==> config.mk <==
export PLATFORM = sky130hd
export DESIGN_NAME = timestamp_elapsed_seconds
export DESIGN_NICKNAME = d
export VERILOG_FILES = /design/src/rtl/core/tes_pkg.sv /design/src/rtl/core/tes_in_stage.sv /design/src/rtl/core/tes_calc.sv /design/src/rtl/core/timestamp_elapsed_seconds.sv
export SDC_FILE = /design/constraint.sdc
export NUM_CORES = 1
export LEC_CHECK = 0
export BUFFER_PORTS_ARGS = -buffer_cell sky130_fd_sc_hd__buf_2
export CORE_MARGIN = 1
export CORE_UTILIZATION = 25
export CTS_BUF_LIST = sky130_fd_sc_hd__clkbuf_2
export CTS_CLUSTER_SIZE = 28
export DETAILED_ROUTE_END_ITERATION = 12
export HOLD_SLACK_MARGIN = 0.15
export SLEW_MARGIN = 20
export SYNTH_ARGS = -nofsm -noshare
export SYNTH_HDL_FRONTEND = slang
export SYNTH_SLANG_ARGS = --single-unit
==> constraint.sdc <==
create_clock -name clk -period 35.6 [get_ports clk]
set_input_delay 5.34 -clock clk [delete_from_list [all_inputs] [get_ports clk]]
set_output_delay 5.34 -clock clk [all_outputs]
set_load 0.01 [all_outputs]
==> src/rtl/core/tes_pkg.sv <==
// Package for the timestamp elapsed-seconds block.
// Holds field widths, the captured-word struct and the calendar helpers.
// Used by tes_in_stage, tes_calc and timestamp_elapsed_seconds.
package tes_pkg;

  localparam int YEAR_W   = 14;
  localparam int MONTH_W  = 4;
  localparam int DAY_W    = 5;
  localparam int HOUR_W   = 5;
  localparam int MINUTE_W = 6;
  localparam int SECOND_W = 6;
  localparam int IN_DATA_W  = 40;
  localparam int ELAPSED_W  = 26;
  localparam int OUT_DATA_W = 32;
  localparam int HRS_W    = 15;
  localparam int SOH_W    = 12;

  localparam logic [13:0] HOURS_YEAR      = 14'd8760;
  localparam logic [13:0] HOURS_LEAP_YEAR = 14'd8784;
  localparam logic [3:0]  MONTH_UNSET     = 4'd0;
  localparam logic [3:0]  MONTH_FEB       = 4'd2;
  localparam logic [3:0]  FULL_YEAR_IDX   = 4'd12;

  typedef struct packed {
    logic [YEAR_W-1:0]   year;
    logic [MONTH_W-1:0]  month;
    logic [DAY_W-1:0]    day;
    logic [HOUR_W-1:0]   hour;
    logic [MINUTE_W-1:0] minute;
    logic [SECOND_W-1:0] second;
    logic                leap;
  } tes_item_t;

  function automatic logic [8:0] days_before(input logic [3:0] idx);
    logic [8:0] d;
    case (idx)
      4'd0:    d = 9'd0;
      4'd1:    d = 9'd31;
      4'd2:    d = 9'd59;
      4'd3:    d = 9'd90;
      4'd4:    d = 9'd120;
      4'd5:    d = 9'd151;
      4'd6:    d = 9'd181;
      4'd7:    d = 9'd212;
      4'd8:    d = 9'd243;
      4'd9:    d = 9'd273;
      4'd10:   d = 9'd304;
      4'd11:   d = 9'd334;
      default: d = 9'd365;
    endcase
    return d;
  endfunction

  function automatic logic signed [HRS_W-1:0] hours_into_year(
    input logic               leap,
    input logic [MONTH_W-1:0] m,
    input logic [DAY_W-1:0]   d,
    input logic [HOUR_W-1:0]  h
  );
    logic [3:0]               full;
    logic [13:0]              base;
    logic signed [5:0]        d_m1;
    logic signed [HRS_W-1:0]  dterm;
    logic signed [HRS_W-1:0]  acc;
    full = (m == MONTH_UNSET) ? 4'd0 : m - 4'd1;
    if (full > FULL_YEAR_IDX) begin
      full = FULL_YEAR_IDX;
    end
    base  = 14'(days_before(full)) * 14'd24;
    d_m1  = $signed({1'b0, d}) - 6'sd1;
    dterm = $signed({{(HRS_W-6){d_m1[5]}}, d_m1}) * 15'sd24;
    acc   = $signed({1'b0, base}) + dterm + $signed({{(HRS_W-HOUR_W){1'b0}}, h});
    if (leap && (m > MONTH_FEB)) begin
      acc = acc + 15'sd24;
    end
    return acc;
  endfunction

endpackage

==> src/rtl/core/tes_in_stage.sv <==
// Input register stage: captures one timestamp word and its leap-year flag.
// Depends on tes_pkg.
module tes_in_stage (
  input  logic                           clk,
  input  logic                           rst_n,
  input  logic                           in_tvalid,
  output logic                           in_tready,
  input  logic [tes_pkg::IN_DATA_W-1:0]  in_tdata,
  output logic                           s1_valid,
  input  logic                           s1_ready,
  output tes_pkg::tes_item_t             s1_item
);
  import tes_pkg::*;

  logic                s1_valid_r;
  tes_item_t           s1_item_r;
  tes_item_t           item_nxt;
  logic [26:0]         quot_prod;
  logic [9:0]          quot;
  logic [YEAR_W-1:0]   quot_x25;
  logic                div25;

  // year / 25 by reciprocal, exact over 14 bits
  always_comb begin
    item_nxt.year   = in_tdata[13:0];
    item_nxt.month  = in_tdata[17:14];
    item_nxt.day    = in_tdata[22:18];
    item_nxt.hour   = in_tdata[27:23];
    item_nxt.minute = in_tdata[33:28];
    item_nxt.second = in_tdata[39:34];
    quot_prod = 27'(item_nxt.year) * 27'd5243;
    quot      = quot_prod[26:17];
    quot_x25  = 14'(quot) * 14'd25;
    div25     = (item_nxt.year == quot_x25);
    item_nxt.leap = (item_nxt.year[1:0] == 2'd0) && (!div25 || (item_nxt.year[3:0] == 4'd0));
  end

  assign in_tready = !s1_valid_r || s1_ready;

  always_ff @(posedge clk) begin
    if (!rst_n) begin
      s1_valid_r <= 1'b0;
    end else if (in_tready) begin
      s1_valid_r <= in_tvalid;
    end
    if (in_tvalid && in_tready) begin
      s1_item_r <= item_nxt;
    end
  end

  assign s1_valid = s1_valid_r;
  assign s1_item  = s1_item_r;

  a_leap_div4: assert property (@(posedge clk) disable iff (!rst_n)
    s1_valid_r && s1_item_r.leap |-> s1_item_r.year[1:0] == 2'd0)
    else $error("leap flag on a year not divisible by four");

  a_leap_div16: assert property (@(posedge clk) disable iff (!rst_n)
    s1_valid_r && (s1_item_r.year[3:0] == 4'd0) |-> s1_item_r.leap)
    else $error("year divisible by sixteen not flagged leap");

  a_hold: assert property (@(posedge clk) disable iff (!rst_n)
    s1_valid_r && !s1_ready |=> s1_valid_r && $stable(s1_item_r))
    else $error("stalled input word lost or changed");

endmodule

==> src/rtl/core/tes_calc.sv <==
// Elapsed-seconds datapath: previous timestamp state and the result register.
// Depends on tes_pkg; fed by tes_in_stage.
module tes_calc (
  input  logic                            clk,
  input  logic                            rst_n,
  input  logic                            s1_valid,
  output logic                            s1_ready,
  input  tes_pkg::tes_item_t              s1_item,
  output logic                            out_tvalid,
  input  logic                            out_tready,
  output logic [tes_pkg::OUT_DATA_W-1:0]  out_tdata
);
  import tes_pkg::*;

  logic                     out_valid_r;
  logic [ELAPSED_W-1:0]     out_data_r;
  logic [ELAPSED_W-1:0]     out_data_nxt;
  logic                     have_last_r;
  logic [YEAR_W-1:0]        last_year_r;
  logic                     last_leap_r;
  logic signed [HRS_W-1:0]  last_hrs_r;
  logic [SOH_W-1:0]         last_soh_r;
  logic signed [HRS_W-1:0]  new_hrs;
  logic [SOH_W-1:0]         new_soh;
  logic signed [15:0]       new_h;
  logic signed [15:0]       diff_h;
  logic signed [12:0]       diff_s;
  logic signed [27:0]       prod;
  logic signed [27:0]       total;
  logic                     xfer;

  assign s1_ready = !out_valid_r || out_tready;
  assign xfer     = s1_valid && s1_ready;

  always_comb begin
    new_hrs = hours_into_year(s1_item.leap, s1_item.month, s1_item.day, s1_item.hour);
    new_soh = 12'(s1_item.minute) * 12'd60 + 12'(s1_item.second);
    new_h   = 16'(new_hrs);
    if (s1_item.year > last_year_r) begin
      new_h = new_h + $signed({2'b00, (last_leap_r ? HOURS_LEAP_YEAR : HOURS_YEAR)});
    end
    diff_h = new_h - 16'(last_hrs_r);
    diff_s = $signed({1'b0, new_soh}) - $signed({1'b0, last_soh_r});
    prod   = 28'(diff_h) * 28'sd3600;
    total  = prod + 28'(diff_s);
    if (!have_last_r || (total <= 28'sd1)) begin
      out_data_nxt = '0;
    end else begin
      out_data_nxt = total[ELAPSED_W-1:0];
    end
  end

  always_ff @(posedge clk) begin
    if (!rst_n) begin
      out_valid_r <= 1'b0;
      have_last_r <= 1'b0;
    end else begin
      if (s1_ready) begin
        out_valid_r <= s1_valid;
      end
      if (xfer) begin
        have_last_r <= (s1_item.month != MONTH_UNSET);
      end
    end
    if (xfer) begin
      out_data_r  <= out_data_nxt;
      last_year_r <= s1_item.year;
      last_leap_r <= s1_item.leap;
      last_hrs_r  <= new_hrs;
      last_soh_r  <= new_soh;
    end
  end

  assign out_tvalid = out_valid_r;
  assign out_tdata  = {{(OUT_DATA_W-ELAPSED_W){1'b0}}, out_data_r};

  a_first_zero: assert property (@(posedge clk) disable iff (!rst_n)
    xfer && !have_last_r |=> out_data_r == '0)
    else $error("nonzero result without a stored timestamp");

  a_never_one: assert property (@(posedge clk) disable iff (!rst_n)
    out_valid_r |-> out_data_r != 26'd1)
    else $error("result of one second not cleared");

  a_have_last: assert property (@(posedge clk) disable iff (!rst_n)
    xfer |=> have_last_r == ($past(s1_item.month) != MONTH_UNSET))
    else $error("stored-timestamp flag does not follow the month");

endmodule

==> src/rtl/core/timestamp_elapsed_seconds.sv <==
// Top level of the timestamp elapsed-seconds block.
// Depends on tes_pkg, tes_in_stage and tes_calc.
//
//  channel | dir | word
//  in_     | in  | one calendar timestamp (40 bits)
//  out_    | out | seconds since the previous timestamp (26 bits in 32)
//
// One word per cycle while the result is not stalled. Each result passes
// through the input register and then the result register, with the
// month table, the year-hour add and the x3600 multiply between them.
// Reset clears the stored timestamp; the first result after reset is 0.
// A stalled result holds the pipeline; in_tready drops once both stages fill.
module timestamp_elapsed_seconds (
  input  logic                            clk,
  input  logic                            rst_n,
  input  logic                            in_tvalid,
  output logic                            in_tready,
  // year[13:0], month[17:14], day[22:18], hour[27:23], minute[33:28], second[39:34]
  input  logic [tes_pkg::IN_DATA_W-1:0]   in_tdata,
  output logic                            out_tvalid,
  input  logic                            out_tready,
  // elapsed_seconds[25:0], zero fill [31:26]
  output logic [tes_pkg::OUT_DATA_W-1:0]  out_tdata
);
  import tes_pkg::*;

  logic      s1_valid;
  logic      s1_ready;
  tes_item_t s1_item;

  tes_in_stage u_in_stage (
    .clk       (clk),
    .rst_n     (rst_n),
    .in_tvalid (in_tvalid),
    .in_tready (in_tready),
    .in_tdata  (in_tdata),
    .s1_valid  (s1_valid),
    .s1_ready  (s1_ready),
    .s1_item   (s1_item)
  );

  tes_calc u_calc (
    .clk        (clk),
    .rst_n      (rst_n),
    .s1_valid   (s1_valid),
    .s1_ready   (s1_ready),
    .s1_item    (s1_item),
    .out_tvalid (out_tvalid),
    .out_tready (out_tready),
    .out_tdata  (out_tdata)
  );

endmodule
Yosys cells after proc, flatten, opt, wreduce, memory -nomap -nowiden
Memory sizes are Yosys's and may differ from the RTL's.
Index checks and enable logic that the tools add are counted.
Widths: inputs -> output; s select.
Word-level totals
  register bits: 112
  memory bits (read-only): 144
  memories: 1
Memory list
  (no name shown): words 16, width 9, read ports 1, clocked after memory_dff 0, wr ports 0, line tes_pkg.sv:36  | case (idx)
Cells by class
  add/sub/neg operators: 10
  multipliers: 6
  magnitude comparators: 4
  eq/ne operators: 1
  mux-type cells: 5
  reduce and logical (&&, ||, !) cells: 16
Operators by type and width (number)
  $add 28x13->28: 1
  $le 28x2->1 const B: 1
  $mul 14x13->27 const B: 1
  $mul 16x9->24 const B: 1
  $add 15x15->16: 1
  $mux 16: 1
  $sub 16x15->16: 1
  $add 15x15->15: 1
  $add 15x6->15: 1
  $add 15x6->15 const B: 1
  $mux 15: 1
  $eq 14x14->1: 1
  $gt 14x14->1: 1
  $mul 10x5->14 const B: 1
  $sub 12x12->13: 1
  $add 12x6->12: 1
  $mul 9x2->11 const B: 1
  $mul 6x4->10 const B: 1
  $mul 6x3->9 const B: 1
  $logic_not 4->1: 2
  $mux 4: 2
  $mux 7: 1
  $sub 5x1->6 const B: 1
  $gt 4x2->1 const B: 1
  7 further kinds: 16

Logic depth before layout (Yosys ltp)
An unclocked memory read counts as a cell.
  word-level depth: 17
  depth in mapped cells: 59
  gate-level depth less buffers: 57

By module
From an unflattened synthesis, not the netlist that was laid out.
Second synthesis, totals
  cell total of the unflattened synthesis: 1628
  area, all modules: 15867.7 sq um
By module, submodules not included
  tes_calc: times used 1, cells an instance 1142, area an instance 10278.6 sq um
  tes_in_stage: times used 1, cells an instance 486, area an instance 5589.1 sq um

Worst setup path after synthesis
No wires, ideal clock.
  path type: input to register
  start: in in_tdata[8] (netlist bit)
  end: reg u_in_stage.s1_item_r (netlist bit u_in_stage.s1_item[0]), data pin
  data arrival time: 12338 ps
  path slack: 22998 ps
  stages: 30
  cell sequence: ha_1 inv_1 fa_1 inv_1 fa_1 inv_1 fa_1 fa_1 inv_1 ha_1 o2111a_1 a221oi_1 o21ai_0 a21o_1 a21oi_1 o21bai_1 and2_1 o21a_1 nor2_1 ha_1 ha_1 fa_1 ha_1 a21o_1 a21o_1 a21o_1 a21o_1 a21oi_1 xnor2_1 o41a_1
RTL lines
  start: declaration: line timestamp_elapsed_seconds.sv:19  | input logic [tes_pkg::IN_DATA_W-1:0] in_tdata,
  end signal: assignment: line tes_in_stage.sv:47  | s1_item_r <= item_nxt;
  end: declaration: line tes_in_stage.sv:16  | tes_item_t s1_item_r;

Worst setup path in the final report
  start: reg u_in_stage.s1_item_r (netlist bit u_in_stage.s1_item[26])
  end: reg u_calc.out_data_r[0], data pin
On the way
  cells in the longest elaborated chain, start to end: 17
  elaborated cells on any way between the ends: 20
  those cells by class: add/sub: 7; mul: 2; order compare: 3; mux: 4; reduce/logical: 3; memory: 1
RTL lines
  $sub 4x1->4 or $logic_not 4->1 (tied branches): line tes_pkg.sv:65  | full = (m == MONTH_UNSET) ? 4'd0 : m - 4'd1;
  $mux 4: line tes_pkg.sv:65
  $gt 4x4->1: line tes_pkg.sv:66  | if (full > FULL_YEAR_IDX) begin
  $mux 4: line tes_pkg.sv:66
  $mem_v2 16x9
  $mul 9x2->11: line tes_pkg.sv:69  | base = 14'(days_before(full)) * 14'd24;
  $add 15x15->15: line tes_pkg.sv:72  | acc = $signed({1'b0, base}) + dterm + $signed({{(HRS_W-HOUR_W){1'b0}}, h});
  $add 15x6->15: line tes_pkg.sv:72
  $add 15x6->15: line tes_pkg.sv:74  | acc = acc + 15'sd24;
  $mux 15 *: line tes_pkg.sv:73  | if (leap && (m > MONTH_FEB)) begin
  $add 15x15->16: line tes_calc.sv:40  | new_h = new_h + $signed({2'b00, (last_leap_r ? HOURS_LEAP_YEAR : HOURS_YEAR)});
  $mux 16 *: line tes_calc.sv:39  | if (s1_item.year > last_year_r) begin
  $sub 16x15->16 *: line tes_calc.sv:42  | diff_h = new_h - 16'(last_hrs_r);
  $mul 16x9->24 *: line tes_calc.sv:44  | prod = 28'(diff_h) * 28'sd3600;
  $add 28x13->28 *: line tes_calc.sv:45  | total = prod + 28'(diff_s);
  $le 28x2->1 *: line tes_calc.sv:46  | if (!have_last_r || (total <= 28'sd1)) begin
  $logic_or 1x1->1 *: line tes_calc.sv:46
  end signal: assignment: line tes_calc.sv:66  | out_data_r <= out_data_nxt;
  end: declaration: line tes_calc.sv:16  | logic [ELAPSED_W-1:0] out_data_r;
Every way passes the cells marked *; elsewhere a longest branch is shown, timed or not.
A chain may end at the register's enable or synchronous reset.

==> results.md <==
- The worst hold path belongs to the class flip-flop to flip-flop.
- Setup slack on the worst reg-to-reg path comes out at about 22000 ps.
- The run finished with clean final reports.
- The cell area that synthesis handed to floorplanning was 15700 um2.
- The final total negative setup slack is 0 ps.
- The number of design rule violations left after detail routing is 0.
- The die covers 63900 um2.
- The critical-path maximum fanout is 26.
- At the end of the flow, the number of nets in the layout was 2157.
- The number of global-route vias before repair is approximately 11000.
- The core area is 61900 um2.
- The category of the most critical setup path is flip-flop to flip-flop.
- The total clock sinks is 112.
- The routed layout has between 10000 and 15000 vias.
- The number of buffers inserted by post-CTS setup repair is 0.
- The routed length per placed instance is 12.5 um.
- The number of clock buffers inserted by TritonCTS is 9.
- The count of routing violations after the opening detailed-route iteration is 488.
- For the pin with the worst max-slew slack, the measured transition is 968 ps.
- The signed area change from the synthesized netlist to the final layout is 9.61%.
- Clock tree synthesis selected as its root buffer the cell sky130_fd_sc_hd__clkbuf_2.
- The average size of a mapped cell is 9.69 um2.
- The die is about 250 um tall.
- Among all stages on the critical path, the largest delay is contributed by sky130_fd_sc_hd__edfxtp_1.
- The starting utilization of the core area is 25.4%.
- Setup repair after global routing left no endpoint under its margin.
- The post-route clock skew is 71.6 ps.
- Counting cells, the worst reg-to-reg path comes to 50.
- For this run, the number of Yosys warnings is 0.
- The hold violation count in the final report was 0.
- The flip-flop cell with the highest count after synthesis is sky130_fd_sc_hd__edfxtp_1.
- The count of nets left with antenna violations once routing finished came out at 0.
- The startpoint identified for the worst register-to-register timing path is u_in_stage.s1_item[26].
- Hold is met by 498 ps.
- Wires add up to roughly 32000 um.
- Across the run, the number of max-cap violations was 0.
- The number of max-slew violations in the final report is 0.
- Input and output buffers added on the ports amount to 71.
- The sequential share of the synthesized area is around a fifth.
- After clock tree synthesis, the repair step resized 0 gates.
- The minimum clock period is approximately 13000 ps.
- For met2 alone, demand over resource in global routing was 17.9%.
- The highest cell delay on the worst timing path is 760 ps.
- Once layout is complete, the utilization of the core stands at 27.8%.
- The top achievable clock speed is 75.5 MHz.
- Global routing consumed, over all layers together, about a tenth of the routing resources.
- The required time at the worst-slack endpoint is 36160 ps.
- The data arrival time of the critical path is around 14000 ps.
- The global route total overflow is 0.
- After floorplanning, the core was divided into slightly above 90 placement rows.
- The worst path uses 37.2% of the clock period.
- For hold timing, the worst endpoint is u_calc.last_year_r[0].
- The startpoint type of the worst setup path is a flip-flop.
- The post-detailed-route via-to-cell ratio is 4.42.
- The I/O pin count is 78.
- The met3 layer usage reported by global route is under 10%.
- The share of final-layout standard cells stronger than drive strength 1 is 8.55%.
- The worst hold path passes through 0 cells.
- In this run the critical register-to-register path is captured at u_calc.out_data_r[0].
- Setup violations remaining at the end of the flow were counted as 0.
- In the synthesized netlist the async set-or-reset flop fraction comes to 0%.
- The x dimension of the die is 253 um.
- In the synthesized netlist, the number of instances is 1621.
- The congestion estimate from routability-driven global placement came to roughly 0.89.
- The startpoint identified for the worst hold timing path is u_in_stage.s1_item[27].
- After global routing, the most crowded layer is met2.
- Clock-pin slew was measured on the worst setup and hold paths at roughly 330 ps.
- Entering global routing, the biggest net connects 71 pins.
- In this run, synthesis inferred 109 flip-flops with an integrated enable.
- The global-route wire length before repair is between 50000 and 60000 um.
- The worst pin sits at a relative slew slack of 35.5%.
- The first detailed-routing pass took 5 iterations.
- The number of synthesized register bits is between 100 and 150.
- The most prevalent standard cell on the critical path is sky130_fd_sc_hd__ha_1.
- Clock latency on the worst-skew pair, taken at its later pin, is about 780 ps.
- The design area is 17200 um2.
- No sink is reached through more buffers than the 2 on the longest clock path.
- The H-tree was split into 3 levels.
- The count of hold buffers inserted by post-cts repair is 0.
- The met1 usage is 12.6%.
- The clock tree from TritonCTS is done.
- The category of the worst setup path capture point is a flip-flop.
- The count of cell types in the netlist is 87.
- The initial antenna violation count came to 2.
- Summing all placed instances gives a cell area of between 15000 and 20000 um2.
- The post-detailed-placement half-perimeter wirelength is 26800 um.
## kinds of logic (layout without fill, tap and decap cells)
logic type / after synthesis / after routing / share of synthesized area [%]
other: 1 / 8 / 0.0239
xor gates and xnor gates: 147 / 147 / 8.34
buffers and inverters: 309 / 379 / 7.64
muxes: 7 / 7 / 0.462
DFF: 112 / 112 / 21.2
and+or+nand+nor: 337 / 337 / 11.0
AOI/OAI and AO/OA: 285 / 285 / 12.3
adders and majority gates: 423 / 423 / 39.0
## per-stage QoR
stage / setup slack, ps / std cells
floorplan: 23000 / 1626
global placement: 22070 / 2517
detailed placement: 21980 / 2517
CTS: 22380 / 2533
global route: 21310 / 2535
finish: 22350 / 2535
## cell usage after synthesis (10+ instances only)
master	number	share of area (%)
sky130_fd_sc_hd__or2_2	10	0.40
sky130_fd_sc_hd__clkbuf_1	12	0.29
sky130_fd_sc_hd__o21a_1	12	0.57
sky130_fd_sc_hd__ha_1	311	25
sky130_fd_sc_hd__edfxtp_1	109	21
sky130_fd_sc_hd__a21o_1	34	1.6
sky130_fd_sc_hd__o21ai_0	59	1.9
sky130_fd_sc_hd__nand3_1	22	0.70
sky130_fd_sc_hd__nor2_2	14	0.56
sky130_fd_sc_hd__nor2_1	82	2.0
sky130_fd_sc_hd__nand2b_1	21	0.84
sky130_fd_sc_hd__inv_1	286	6.8
sky130_fd_sc_hd__o21bai_1	12	0.57
sky130_fd_sc_hd__xor2_1	37	2.1
sky130_fd_sc_hd__a21oi_1	76	2.4
sky130_fd_sc_hd__fa_1	111	14
sky130_fd_sc_hd__nor3_1	22	0.70
sky130_fd_sc_hd__nand2_1	80	1.9
sky130_fd_sc_hd__xnor2_1	107	6.0
sky130_fd_sc_hd__nor2b_1	20	0.80
## layout by cell type, fill, tap and decap left out, types with 4 or more instances in the layout
cell	netlist	layout
sky130_fd_sc_hd__nor4_1	6	6
sky130_fd_sc_hd__nor2_1	82	82
sky130_fd_sc_hd__o21a_1	12	12
sky130_fd_sc_hd__or2_2	10	10
sky130_fd_sc_hd__xor2_1	37	37
sky130_fd_sc_hd__nand3b_1	4	4
sky130_fd_sc_hd__nor2b_1	20	19
sky130_fd_sc_hd__conb_1	1	6
sky130_fd_sc_hd__o211ai_1	4	4
sky130_fd_sc_hd__nand2b_1	21	21
sky130_fd_sc_hd__o211a_1	4	4
sky130_fd_sc_hd__nand2_1	80	80
sky130_fd_sc_hd__nor3b_1	4	4
sky130_fd_sc_hd__or3_1	8	8
sky130_fd_sc_hd__inv_1	286	286
sky130_fd_sc_hd__nand4_1	8	8
sky130_fd_sc_hd__a21boi_0	6	6
sky130_fd_sc_hd__and3_1	9	9
sky130_fd_sc_hd__buf_4	6	6
sky130_fd_sc_hd__xnor2_1	107	107
sky130_fd_sc_hd__a21o_1	34	34
sky130_fd_sc_hd__and2_1	7	6
sky130_fd_sc_hd__o21ai_0	59	59
sky130_fd_sc_hd__or4_1	6	6
sky130_fd_sc_hd__nand3_1	22	22
sky130_fd_sc_hd__nor2_2	14	14
sky130_fd_sc_hd__a31o_2	4	4
sky130_fd_sc_hd__o2111ai_1	6	6
sky130_fd_sc_hd__clkbuf_2	0	9
sky130_fd_sc_hd__o31ai_1	6	6
sky130_fd_sc_hd__fa_1	111	111
sky130_fd_sc_hd__nor3_1	22	22
sky130_fd_sc_hd__a21oi_1	76	76
sky130_fd_sc_hd__edfxtp_1	109	109
sky130_fd_sc_hd__buf_2	3	71
sky130_fd_sc_hd__o21bai_1	12	12
sky130_fd_sc_hd__ha_1	311	311
sky130_fd_sc_hd__mux2i_1	5	5
## state kept, by name, summed over array words and instances, names as in the netlist
| name | count |
|---|---|
| u_calc.out_tvalid | 1 |
| u_in_stage.s1_item | 41 |
| u_calc.out_data_r | 26 |
| u_calc.have_last_r | 1 |
| u_in_stage.s1_valid | 1 |
| u_calc.last_year_r | 14 |
| u_calc.last_leap_r | 1 |
| u_calc.last_soh_r | 12 |
| u_calc.last_hrs_r | 15 |
## per-layer routing
metal | vias up | wire length, um
met1 | 5367 | 14900
li1 | 5690 | -
met2 | 121 | 15300
met4 | 0 | 590
met3 | 36 | 809
met5 | - | 0
## how the worst max path moves through the flow
| stage | end | start | slack, ps |
|---|---|---|---|
| finish | u_calc.out_data_r[0] | u_in_stage.s1_item[26] | 22350 |
| global route | u_calc.out_data_r[0] | u_in_stage.s1_item[26] | 21310 |
| CTS | u_calc.out_data_r[0] | u_in_stage.s1_item[26] | 22380 |
| detailed placement | u_in_stage.s1_item[0] | in_tdata[8] | 21980 |
| global placement | u_in_stage.s1_item[0] | in_tdata[8] | 22070 |
| floorplan | u_in_stage.s1_item[0] | in_tdata[8] | 23000 |
## worst max-delay path, delay by kind of cell (launching register included)
family	cells	cell delay (ps)
and+or+nand+nor	16	4090
xor gates and xnor gates	6	1460
AOI/OAI and AO/OA	16	2920
DFF	1	760
buffers and inverters	1	180
adders and majority gates	11	3640
## layout make-up
| class | instances | area (um2) |
|---|---|---|
| diodes | 2 | 5.00 |
| clock buffers | 9 | 45.0 |
| clock inverters | 7 | 113 |
| fillers | 6570 | 44700 |
| inverters | 286 | 1070 |
| multi-input cells | 1205 | 11200 |
| flip-flops and latches | 112 | 3330 |
| well taps | 837 | 1050 |
| repair buffers | 77 | 400 |
Power is left out: the tool's default activity adds up to more than one toggle a clock period on the data nets, which glitch-free logic cannot reach.
